$ cat src/rtl/fsa_pkg.sv
// Shared types and constants for the fixed slot allocator.
package fsa_pkg;

	localparam int IDX_W   = 6;
	localparam int LIMIT_W = 7;

	localparam logic [LIMIT_W-1:0] LIMIT_RESET = 7'd64;

	typedef enum logic {
		OP_ALLOC = 1'b0,
		OP_FREE  = 1'b1
	} op_t;

	typedef enum logic [1:0] {
		ST_OK          = 2'd0,
		ST_NONE_LEFT   = 2'd1,
		ST_DOUBLE_FREE = 2'd2,
		ST_NEVER_GIVEN = 2'd3
	} status_t;

	typedef struct packed {
		op_t              op;
		logic [IDX_W-1:0] slot_index;
	} req_t;

	typedef struct packed {
		logic [IDX_W-1:0] given_slot;
		status_t          status;
	} rsp_t;

endpackage

$ cat src/rtl/fsa_if.sv
// Valid/ready channel interfaces: request, response and limit register write.
interface fsa_req_if;
	logic                     valid;
	logic                     ready;
	fsa_pkg::op_t             op;
	logic [fsa_pkg::IDX_W-1:0] slot_index;

	modport source (output valid, op, slot_index, input ready);
	modport sink   (input valid, op, slot_index, output ready);
endinterface

interface fsa_rsp_if;
	logic                     valid;
	logic                     ready;
	logic [fsa_pkg::IDX_W-1:0] given_slot;
	fsa_pkg::status_t         status;

	modport source (output valid, given_slot, status, input ready);
	modport sink   (input valid, given_slot, status, output ready);
endinterface

interface fsa_cfg_if;
	logic                       valid;
	logic                       ready;
	logic [fsa_pkg::LIMIT_W-1:0] slot_limit;

	modport source (output valid, slot_limit, input ready);
	modport sink   (input valid, slot_limit, output ready);
endinterface

$ cat src/rtl/fsa_ram.sv
// Generic single-write, single-read RAM with registered read data.
module fsa_ram #(
	parameter int WIDTH = 8,
	parameter int DEPTH = 64
) (
	input  logic                     clk,
	input  logic                     we,
	input  logic [$clog2(DEPTH)-1:0] waddr,
	input  logic [WIDTH-1:0]         wdata,
	input  logic [$clog2(DEPTH)-1:0] raddr,
	output logic [WIDTH-1:0]         rdata
);

	logic [WIDTH-1:0] mem_q [DEPTH];

	always_ff @(posedge clk) begin
		if (we) begin
			mem_q[waddr] <= wdata;
		end
		rdata <= mem_q[raddr];
	end

endmodule

$ cat src/rtl/fsa_core.sv
// Allocator state: free list head, link RAM, free bitmap and bump counter.
module fsa_core #(
	parameter int SLOTS = 64
) (
	input  logic                          clk,
	input  logic                          arst_n,
	input  logic                          fire,
	input  fsa_pkg::req_t                 req,
	input  logic [fsa_pkg::LIMIT_W-1:0]   limit,
	output fsa_pkg::rsp_t                 rsp
);

	localparam int LW = $clog2(SLOTS);
	localparam int CW = $clog2(SLOTS + 1);
	localparam int EW = (CW > fsa_pkg::LIMIT_W) ? CW : fsa_pkg::LIMIT_W;
	localparam logic [EW-1:0] SLOTS_E = EW'(SLOTS);

	logic [LW-1:0]    head_q;
	logic             empty_q;
	logic [CW-1:0]    bump_q;
	logic [SLOTS-1:0] mark_q;
	logic [LW-1:0]    head_next_q;
	logic             nx_pend_q;

	logic [LW-1:0] ram_rdata;
	logic [LW-1:0] head_next;
	logic [LW-1:0] idx_l;
	logic [LW-1:0] push_link;
	logic [EW-1:0] bump_e;
	logic [EW-1:0] idx_e;
	logic          do_pop;
	logic          do_bump;
	logic          do_push;

	// link of the current head: fresh from RAM the beat after a pop
	assign head_next = nx_pend_q ? ram_rdata : head_next_q;
	assign idx_l     = LW'(req.slot_index);
	assign push_link = empty_q ? idx_l : head_q;
	assign bump_e    = EW'(bump_q);
	assign idx_e     = EW'(req.slot_index);

	always_comb begin
		do_pop  = 1'b0;
		do_bump = 1'b0;
		do_push = 1'b0;
		rsp.given_slot = '0;
		rsp.status     = fsa_pkg::ST_OK;
		case (req.op)
			fsa_pkg::OP_ALLOC: begin
				if (!empty_q) begin
					do_pop = 1'b1;
					rsp.given_slot = fsa_pkg::IDX_W'(head_q);
				end else if (bump_e < EW'(limit) && bump_e < SLOTS_E) begin
					do_bump = 1'b1;
					rsp.given_slot = fsa_pkg::IDX_W'(bump_q);
				end else begin
					rsp.status = fsa_pkg::ST_NONE_LEFT;
				end
			end
			fsa_pkg::OP_FREE: begin
				if (!(idx_e < bump_e)) begin
					rsp.status = fsa_pkg::ST_NEVER_GIVEN;
				end else if (mark_q[idx_l]) begin
					rsp.status = fsa_pkg::ST_DOUBLE_FREE;
				end else begin
					do_push = 1'b1;
				end
			end
			default: begin
				rsp.status = fsa_pkg::ST_OK;
			end
		endcase
	end

	fsa_ram #(
		.WIDTH (LW),
		.DEPTH (SLOTS)
	) u_link_ram (
		.clk   (clk),
		.we    (fire && do_push),
		.waddr (idx_l),
		.wdata (push_link),
		.raddr (head_next),
		.rdata (ram_rdata)
	);

	always_ff @(posedge clk or negedge arst_n) begin
		if (!arst_n) begin
			head_q    <= '0;
			empty_q   <= 1'b1;
			bump_q    <= '0;
			mark_q    <= '0;
			nx_pend_q <= 1'b0;
		end else begin
			nx_pend_q <= fire && do_pop && (head_next != head_q);
			if (fire && do_pop) begin
				mark_q[head_q] <= 1'b0;
				if (head_next == head_q) begin
					empty_q <= 1'b1;
				end else begin
					head_q <= head_next;
				end
			end
			if (fire && do_bump) begin
				bump_q <= bump_q + CW'(1);
			end
			if (fire && do_push) begin
				mark_q[idx_l] <= 1'b1;
				head_q        <= idx_l;
				empty_q       <= 1'b0;
			end
		end
	end

	always_ff @(posedge clk) begin
		if (fire && do_push) begin
			head_next_q <= push_link;
		end else begin
			head_next_q <= head_next;
		end
	end

endmodule

$ cat src/rtl/fixed_slot_allocator.sv
// Fixed slot allocator top level: request register, allocator core, response register.
//
// Channels: req (op, slot_index) in, rsp (given_slot, status) out, cfg
// writes the 7-bit slot_limit; cfg is always ready and takes effect on the
// next request processed. Write it only while no request is outstanding.
// A request beat is captured in an input register; when the response register
// is free or being drained the core resolves it in one pass (pop free list,
// bump counter or push) and the result lands in the response register, which
// drives rsp.valid. One request per cycle is sustained unless rsp stalls;
// the link of the current list head is kept in a register, refreshed from the
// link RAM's registered read port the cycle after each pop.
// When rsp is stalled the response register holds, the input register keeps
// its request and req.ready drops only once both are full.
// Reset (arst_n low) empties the free list, clears the free bitmap and bump
// counter and sets slot_limit to 64; link RAM contents are not cleared.
module fixed_slot_allocator #(
	parameter int SLOTS = 64
) (
	input  logic     clk,
	input  logic     arst_n,
	fsa_cfg_if.sink  cfg,
	fsa_req_if.sink  req,
	fsa_rsp_if.source rsp
);

	logic                        valid_s1;
	fsa_pkg::req_t               req_s1;
	logic                        rsp_valid_q;
	fsa_pkg::rsp_t               rsp_q;
	logic [fsa_pkg::LIMIT_W-1:0] limit_q;
	fsa_pkg::rsp_t               core_rsp;
	logic                        advance;

	assign advance    = valid_s1 && (!rsp_valid_q || rsp.ready);
	assign req.ready  = !valid_s1 || advance;
	assign cfg.ready  = 1'b1;
	assign rsp.valid      = rsp_valid_q;
	assign rsp.given_slot = rsp_q.given_slot;
	assign rsp.status     = rsp_q.status;

	fsa_core #(
		.SLOTS (SLOTS)
	) u_core (
		.clk    (clk),
		.arst_n (arst_n),
		.fire   (advance),
		.req    (req_s1),
		.limit  (limit_q),
		.rsp    (core_rsp)
	);

	always_ff @(posedge clk or negedge arst_n) begin
		if (!arst_n) begin
			valid_s1    <= 1'b0;
			rsp_valid_q <= 1'b0;
			limit_q     <= fsa_pkg::LIMIT_RESET;
		end else begin
			if (req.valid && req.ready) begin
				valid_s1 <= 1'b1;
			end else if (advance) begin
				valid_s1 <= 1'b0;
			end
			if (advance) begin
				rsp_valid_q <= 1'b1;
			end else if (rsp.ready) begin
				rsp_valid_q <= 1'b0;
			end
			if (cfg.valid) begin
				limit_q <= cfg.slot_limit;
			end
		end
	end

	always_ff @(posedge clk) begin
		if (req.valid && req.ready) begin
			req_s1.op         <= req.op;
			req_s1.slot_index <= req.slot_index;
		end
		if (advance) begin
			rsp_q <= core_rsp;
		end
	end

endmodule

$ cat src/flat_wrapper.sv
// flat-port wrapper written by rule: the top's interface ports become plain ports
module fixed_slot_allocator_flat 
#(
	parameter int SLOTS = 64
)
  (clk, arst_n, cfg_valid, cfg_slot_limit, cfg_ready, req_valid, req_op, req_slot_index, req_ready, rsp_valid, rsp_given_slot, rsp_status, rsp_ready);
  fsa_cfg_if cfg_i ();
  fsa_req_if req_i ();
  fsa_rsp_if rsp_i ();
  input  logic clk;
  input  logic arst_n;
  input wire logic [$bits(cfg_i.valid)-1:0] cfg_valid;
  input wire logic [$bits(cfg_i.slot_limit)-1:0] cfg_slot_limit;
  output wire logic [$bits(cfg_i.ready)-1:0] cfg_ready;
  input wire logic [$bits(req_i.valid)-1:0] req_valid;
  input wire logic [$bits(req_i.op)-1:0] req_op;
  input wire logic [$bits(req_i.slot_index)-1:0] req_slot_index;
  output wire logic [$bits(req_i.ready)-1:0] req_ready;
  output wire logic [$bits(rsp_i.valid)-1:0] rsp_valid;
  output wire logic [$bits(rsp_i.given_slot)-1:0] rsp_given_slot;
  output wire logic [$bits(rsp_i.status)-1:0] rsp_status;
  input wire logic [$bits(rsp_i.ready)-1:0] rsp_ready;
  assign cfg_i.valid = cfg_valid;
  assign cfg_i.slot_limit = cfg_slot_limit;
  assign cfg_ready = cfg_i.ready;
  assign req_i.valid = req_valid;
  assign req_i.op = req_op;
  assign req_i.slot_index = req_slot_index;
  assign req_ready = req_i.ready;
  assign rsp_valid = rsp_i.valid;
  assign rsp_given_slot = rsp_i.given_slot;
  assign rsp_status = rsp_i.status;
  assign rsp_i.ready = rsp_ready;
  fixed_slot_allocator #(.SLOTS(SLOTS)) u_core (.clk(clk), .arst_n(arst_n), .cfg(cfg_i), .req(req_i), .rsp(rsp_i));
endmodule
$ cat config.mk
export PLATFORM = sky130hd
export DESIGN_NAME = fixed_slot_allocator_flat
export DESIGN_NICKNAME = d
export VERILOG_FILES = /design/src/rtl/fsa_pkg.sv /design/src/rtl/fsa_if.sv /design/src/rtl/fsa_ram.sv /design/src/rtl/fsa_core.sv /design/src/rtl/fixed_slot_allocator.sv /design/src/flat_wrapper.sv
export SDC_FILE = /design/constraint.sdc
export NUM_CORES = 1
export LEC_CHECK = 0
export BUFFER_PORTS_ARGS = -buffer_cell sky130_fd_sc_hd__buf_4
export CAP_MARGIN = 10
export CORE_MARGIN = 10
export CORE_UTILIZATION = 25
export CTS_CLUSTER_SIZE = 40
export DETAILED_ROUTE_END_ITERATION = 8
export PLACE_DENSITY_LB_ADDON = 0.12
export SYNTH_ARGS = -nofsm -noshare
export SYNTH_HDL_FRONTEND = slang
export SYNTH_SLANG_ARGS = --single-unit
$ cat constraint.sdc
create_clock -name clk -period 6.9 [get_ports clk]
set_input_delay 1.725 -clock clk [delete_from_list [all_inputs] [get_ports clk]]
set_output_delay 1.725 -clock clk [all_outputs]
set_load 0.01 [all_outputs]
==> After elaboration in Yosys (flattened, before gate mapping) <==
Memory sizes are Yosys's and may differ from the RTL's. A register that Yosys moved wholly into a read port is not among the register bits.
Index checks and enable logic that the tools add are counted.
{ "totals": {"elab_cells": 86, "memories": 1, "ram_bits": 384, "regBits": 109, "output_inout_bits": 11} }
{ "op_classes": {"bitwise_logic": 4, "n_lt_le_gt_ge": 7, "n_mux": 38, "addsub": 1, "n_reduce_logical": 19, "eq_ne": 3} }
{ "memory_table": {"columns": ["name", "words", "width", "rd", "rd_clocked_by_memory_dff", "write_ports", "line", "source"], "rows": [
  ["u_core.u_core.u_link_ram.mem_q", 64, 6, 1, 1, 1, "fsa_ram.sv:14", "logic [WIDTH-1:0] mem_q [DEPTH];"]
]} }
{ "op_table": {"columns": ["operator", "n"], "rows": [
  ["two-way mux 64 bit", 2],
  ["AND 64 bit", 1],
  ["NOT 64 bit", 1],
  ["bitwise OR 64 bit", 1],
  ["two-way mux 6 bit", 8],
  ["two-way mux 1 bit", 22],
  ["less-than comparator 6 x 7 -> 1 bit (second input constant)", 2],
  ["demux 1 bit (select 6 bit)", 2],
  [">= comparator 6 x 1 -> 1 bit (second input constant)", 2],
  ["logical AND 1 bit", 9],
  ["nonzero test 2 bit", 4],
  ["adder 7 x 1 -> 7 bit (second input constant)", 1],
  ["less-than comparator 6 x 7 -> 1 bit", 1],
  ["less-than comparator 7 bit", 1],
  ["less-than comparator 7 bit (second input constant)", 1],
  ["binary-select mux 1 bit (select 6 bit)", 1],
  ["== test 6 bit", 1],
  ["!= test 6 bit", 1],
  ["two-way mux 2 bit", 2],
  ["one-hot mux 2 bit (2 select lines)", 1],
  ["AND reduction 2 bit", 2],
  ["zero test 1 bit", 2],
  ["logical OR 1 bit", 2],
  ["!= test 2 x 1 -> 1 bit (second input constant)", 1],
  ["NOT 1 bit", 1]
]} }

==> Depth between registers and ports, before layout <==
{ "depth": {"word_depth": 9, "mapped_depth": 11} }

==> Modules after synthesis <==
From an unflattened synthesis, not the netlist that was laid out.
{ "unflattened": {"cells_unflattened": 1295, "hier_area_um2": 21232.9} }
{ "by_module_without_submodules": {"columns": ["module", "n_inst", "cells_per_inst", "area_per_inst_um2", "seq_area_each_um2"], "rows": [
  ["fsa_ram", 1, 720, 15225.9, 11651.2],
  ["fsa_core", 1, 535, 5163.7, 2098.3],
  ["fixed_slot_allocator", 1, 40, 843.3, 676.9]
]} }

==> Worst setup path after synthesis <==
OpenSTA, ideal clock, no wires.
{ "synth_path": {"kind": "input to output", "startpoint": "input rsp_ready", "endpoint": "output req_ready", "required_ns": 5.175, "path_slack_ns": 3.241, "arrival_ns": 1.934, "path_stages": 1, "path_cell_list": "nand3b_1"} }
{ "synth_via": {"elab_chain_cells": 3} }
{ "synth_rtl": {"columns": ["item", "line", "source"], "rows": [
  ["from (decl)", "flat_wrapper.sv:22", "input wire logic [$bits(rsp_i.ready)-1:0] rsp_ready;"],
  ["logical OR 1 bit", "fixed_slot_allocator.sv:34", "assign advance = valid_s1 && (!rsp_valid_q || rsp.ready);"],
  ["logical AND 1 bit", "fixed_slot_allocator.sv:34", null],
  ["logical OR 1 bit", "fixed_slot_allocator.sv:35", "assign req.ready = !valid_s1 || advance;"],
  ["to (decl)", "flat_wrapper.sv:18", "output wire logic [$bits(req_i.ready)-1:0] req_ready;"]
]} }
Every way passes these cells.

==> Worst setup path after layout <==
{ "layout_path": {"startpoint": "register u_core.req_s1[0] in the netlist's numbering", "endpoint": "memory u_core.u_core.u_link_ram.mem_q[0][1] in the netlist's numbering (enable)"} }
{ "layout_via": {"elab_chain_cells": 8, "word_cells_on_any_way": 9} }
{ "layout_rtl": {"columns": ["item", "line", "source"], "rows": [
  ["from (decl)", "fixed_slot_allocator.sv:27", "fsa_pkg::req_t req_s1;"],
  ["binary-select mux 1 bit (select 6 bit)", "fsa_core.sv:63", "end else if (mark_q[idx_l]) begin"],
  ["two-way mux 1 bit (implied by the code)", "fsa_core.sv:63", null],
  ["two-way mux 1 bit", "fsa_core.sv:63", null],
  ["two-way mux 1 bit", "fsa_core.sv:61", "if (!(idx_e < bump_e)) begin"],
  ["two-way mux 1 bit", "fsa_core.sv:48", "case (req.op)"],
  ["logical AND 1 bit", "fsa_core.sv:80", ".we (fire && do_push),"],
  ["two-way mux 1 bit", "fsa_ram.sv:17", "if (we) begin"],
  ["two-way mux 1 bit (implied by the code)", "fsa_ram.sv:18", "mem_q[waddr] <= wdata;"],
  ["to (decl)", "fsa_ram.sv:14", null]
]} }
Several ways; a longest one is shown, not always the timed one. The select of a mux whose other input is x is not followed.

==> impl_metrics.env <==
export IMPL_status="completed"
export IMPL_tns_ns=0
export IMPL_power_switching_mw=3.096
export IMPL_synth_cell_types=66
export IMPL_maxClockFrequency_mhz=220.4
export IMPL_htreeDepth=2
export IMPL_grt_start_max_net_pins=66
export IMPL_seqPwrFrac_pct=40.6
export IMPL_relSlewSlack_pct=19.82
export IMPL_ys_ff_latch=499
export IMPL_worst_slew_pin_slew_ns=1.194
export IMPL_required_ns=7.13
export IMPL_gr_total_overflow=0
export IMPL_synth_fp_nets=1347
export IMPL_synth_top_flop_cell="edfxtp_1"
export IMPL_antenna_found_initial=3
export IMPL_syn_area_sq_um=21340
export IMPL_tritoncts="done"
export IMPL_setup_ws_ns=2.362
export IMPL_final_util_pct=28.91
export IMPL_drt_initial_drc_count=965
export IMPL_slew_violations=0
export IMPL_ctsResizeCount=0
export IMPL_drv_cap=0
export IMPL_vdd_drop_max_v=0.0002402
export IMPL_ioPinCount=30
export IMPL_die_y_microns=312.2
export IMPL_switching_share_pct=32.49
export IMPL_grt_first_pass_wirelength_microns=89380
export IMPL_coreArea_sq_um=84880
export IMPL_routed_wl_microns=60900
export IMPL_cts_sinks=499
export IMPL_synth_edf_count=399
export IMPL_numPortBuffers=28
export IMPL_place_ws_ns=2.365
export IMPL_grt_pass1_vias=12371
export IMPL_vias=11772
export IMPL_arrival_ns=4.77
export IMPL_gp_congestion=0.7256
export IMPL_cts_root_buf="clkbuf_16"
export IMPL_total_power_mw=9.530
export IMPL_combPwrFrac_pct=29.1
export IMPL_postSynthAreaPerCell_sq_um=16.22
export IMPL_n_antenna_cell=0
export IMPL_wl_per_cell_microns=24.08
export IMPL_viasPerCell=4.655
export IMPL_placementRows=107
export IMPL_fin_crit_sh_pct=65.77
export IMPL_postSynthCellCount=1316
export IMPL_ys_seq_area_share_pct=67.59
export IMPL_ys_async_sr_fraction_pct=17.64
export IMPL_die_x_microns=312.2
export IMPL_detail_route_antenna_nets=0
export IMPL_layout_drive_gt1_share_pct=18.99
export IMPL_crit_fanout=27
export IMPL_cts_setup_buffers=0
export IMPL_grt_usage_pct=12.24
export IMPL_synth_warnings=0
export IMPL_numCtsBuffers=57
export IMPL_post_dp_cell_area_sq_um=22750
export IMPL_areaGrowthSynthToFinish_pct=14.97
export IMPL_crit_path_start_kind="register"
export IMPL_final_setup_viol_count=0
export IMPL_dieArea_sq_um=97470
export IMPL_initial_utilization_pct=25.15
export IMPL_clockBufferDepth=3
export IMPL_path_class="reg2reg"
export IMPL_worstHoldPathType="reg2reg"
export IMPL_crit_path_end_kind="register"
export IMPL_p_leak_nw=8.310
export IMPL_hpwl_microns=37230
export IMPL_skew_ns=0.02920
export IMPL_synth_area_leaders="edfxtp_1 (56%), dfrtp_1 (10%), mux2i_1 (7.5%), mux4_2 (7.5%), o21ai_0 (1.7%)"
export IMPL_hold_viol=0
export IMPL_synth_top_area_share_pct=56.13
export IMPL_post_route_drc_count=0
export IMPL_path_clk_slew_ns=0.06
export IMPL_power_density_nw_per_um2=388.4
export IMPL_fill_cells=8497
export IMPL_design_area_sq_um=24540
export IMPL_cts_hold_buffers=0
export IMPL_rsz0062_at_grt="no"
export IMPL_layout_nets=1370
export IMPL_drt_pass1_iter_count=5
export IMPL_yosysTopAreaCell="edfxtp_1"
export IMPL_period_needed_ns=4.538
export IMPL_cellInternalPower_mw=6.434
export IMPL_clock_latency_ns=0.62
export IMPL_clkPwrFrac_pct=30.3
==> cell usage after synthesis, drive strengths merged, types with 3 or more instances <==
| master | number |
|---|---|
| edfxtp | 399 |
| mux2i | 162 |
| dfrtp | 86 |
| mux4 | 72 |
| o21ai | 72 |
| nor3 | 65 |
| o31ai | 65 |
| buf | 56 |
| clkbuf | 43 |
| nand2 | 34 |
| nor2 | 24 |
| o22ai | 24 |
| inv | 22 |
| a21oi | 20 |
| nand2b | 16 |
| dfxtp | 12 |
| ha | 12 |
| mux2 | 12 |
| nand3 | 12 |
| nand3b | 10 |
| xnor2 | 9 |
| and2 | 7 |
| o2111ai | 7 |
| and3 | 6 |
| nand4 | 6 |
| o211ai | 6 |
| or4 | 6 |
| nor2b | 5 |
| or3 | 5 |
| a31oi | 4 |
| a21o | 3 |
| o22a | 3 |
| or3b | 3 |
==> cells in the final DEF (no fill, tap or decap), types with 13 or more instances in the layout <==
cell type,count
o31ai_2,20
nor3_1,65
clkbuf_1,16
o21ai_0,72
a21oi_1,20
clkinv_1,13
nor2_1,24
mux2i_1,158
nand2b_1,16
clkbuf_16,57
nand2_1,32
inv_1,17
o22ai_1,24
edfxtp_1,399
buf_4,58
dfrtp_1,86
o31ai_1,45
mux4_2,71
==> power groups by stage <==
stage	combinational, mW	sequential, mW	clock, mW
2_1_floorplan	1.91	3.85	0
3_3_place_gp	2.86	3.94	0
3_5_place_dp	2.86	3.93	0
4_1_cts	2.86	3.87	2.98
5_1_grt	3.00	3.89	3.10
6_report	2.77	3.87	2.88
==> flip-flops by register name, indices dropped and copies added, names as in the netlist <==
signal and cells:
u_core.u_core.bump_e 7, u_core.u_core.u_link_ram.mem_q 384, u_core.u_core.u_link_ram.rdata 6, u_core.req_s1 7, u_core.rsp.status 2, u_core.u_core.mark_q 64, u_core.u_core.empty_q 1, u_core.rsp.valid 1
u_core.valid_s1 1, u_core.u_core.nx_pend_q 1, u_core.rsp.given_slot 6, u_core.u_core.head_next_q 6, u_core.u_core.head_q 6, u_core.limit_q 7
==> layout make-up <==
| type | count | area (sq um) | share of cell area (%) |
|---|---|---|---|
| clock buffers | 73 | 1486 | 6.058 |
| clock inverters | 32 | 280.3 | 1.142 |
| inverters | 22 | 83.83 | 0.3416 |
| multi-input cells | 696 | 6337 | 25.83 |
| flip-flops and latches | 499 | 14430 | 58.79 |
| well taps | 1144 | 1431 | 5.833 |
| repair buffers | 63 | 493.0 | 2.009 |
==> metal layers <==
layer	vias up	part of all wire [%]	global-route usage, %
met2	249	48	20.17
met5	-	0	0
met4	0	2.0	3.427
met1	6169	46	16.55
li1	5285	-	-
met3	69	3.9	1.881
==> worst paths after layout <==
kind / from / endpoint / slack [ns] / cells after the start
setup reg to reg: u_core.req_s1[0]$_DFFE_PP_ / u_core.u_core.u_link_ram.mem_q[0][1]$_DFFE_PP_ / 2.36 / 8
max in group asynchronous: arst_n / u_core.u_core.mark_q[34]$_DFF_PN0_ / 4.72 / 2
hold / removal: u_core.limit_q[6]$_DFFE_PN1P_ / u_core.limit_q[6]$_DFFE_PN1P_ / 0.50 / 2
min in group asynchronous: arst_n / u_core.u_core.mark_q[42]$_DFF_PN0_ / 1.08 / 1
hold reg to reg: u_core.limit_q[6]$_DFFE_PN1P_ / u_core.limit_q[6]$_DFFE_PN1P_ / 0.50 / 2
setup / recovery: u_core.req_s1[0]$_DFFE_PP_ / u_core.u_core.u_link_ram.mem_q[0][1]$_DFFE_PP_ / 2.36 / 8
==> per-stage QoR <==
| stage | hold WS, ns | std cells |
|---|---|---|
| after floorplan | 0.4676 | 1316 |
| after global placement | 0.4901 | 2421 |
| after detailed placement | 0.4932 | 2421 |
| after CTS | 0.5064 | 2526 |
| after global routing | 0.5245 | 2529 |
| final | 0.5021 | 2529 |
==> critical path: stages (launching register included) <==
cell and delay [ns]:
edfxtp_1 0.91, buf_4 0.33, mux4_2 0.51, nand3_1 0.10, o211ai_1 0.11, a211oi_2 0.33, nand4_4 0.48, buf_4 0.44
nor3_1 0.91
==> cells by family (layout without fill, tap and decap cells) <==
family,Yosys count,in the layout,share of synthesized area [%]
other,1,1,0.01757
adders and majority gates,12,12,0.7034
and+or+nand+nor,208,208,5.194
buffers and inverters,121,190,2.966
AOI/OAI and AO/OA,218,218,7.158
DFF,499,499,67.59
muxes,246,246,15.92
xor gates and xnor gates,11,11,0.4514
(Power assumes the default switching activity.)
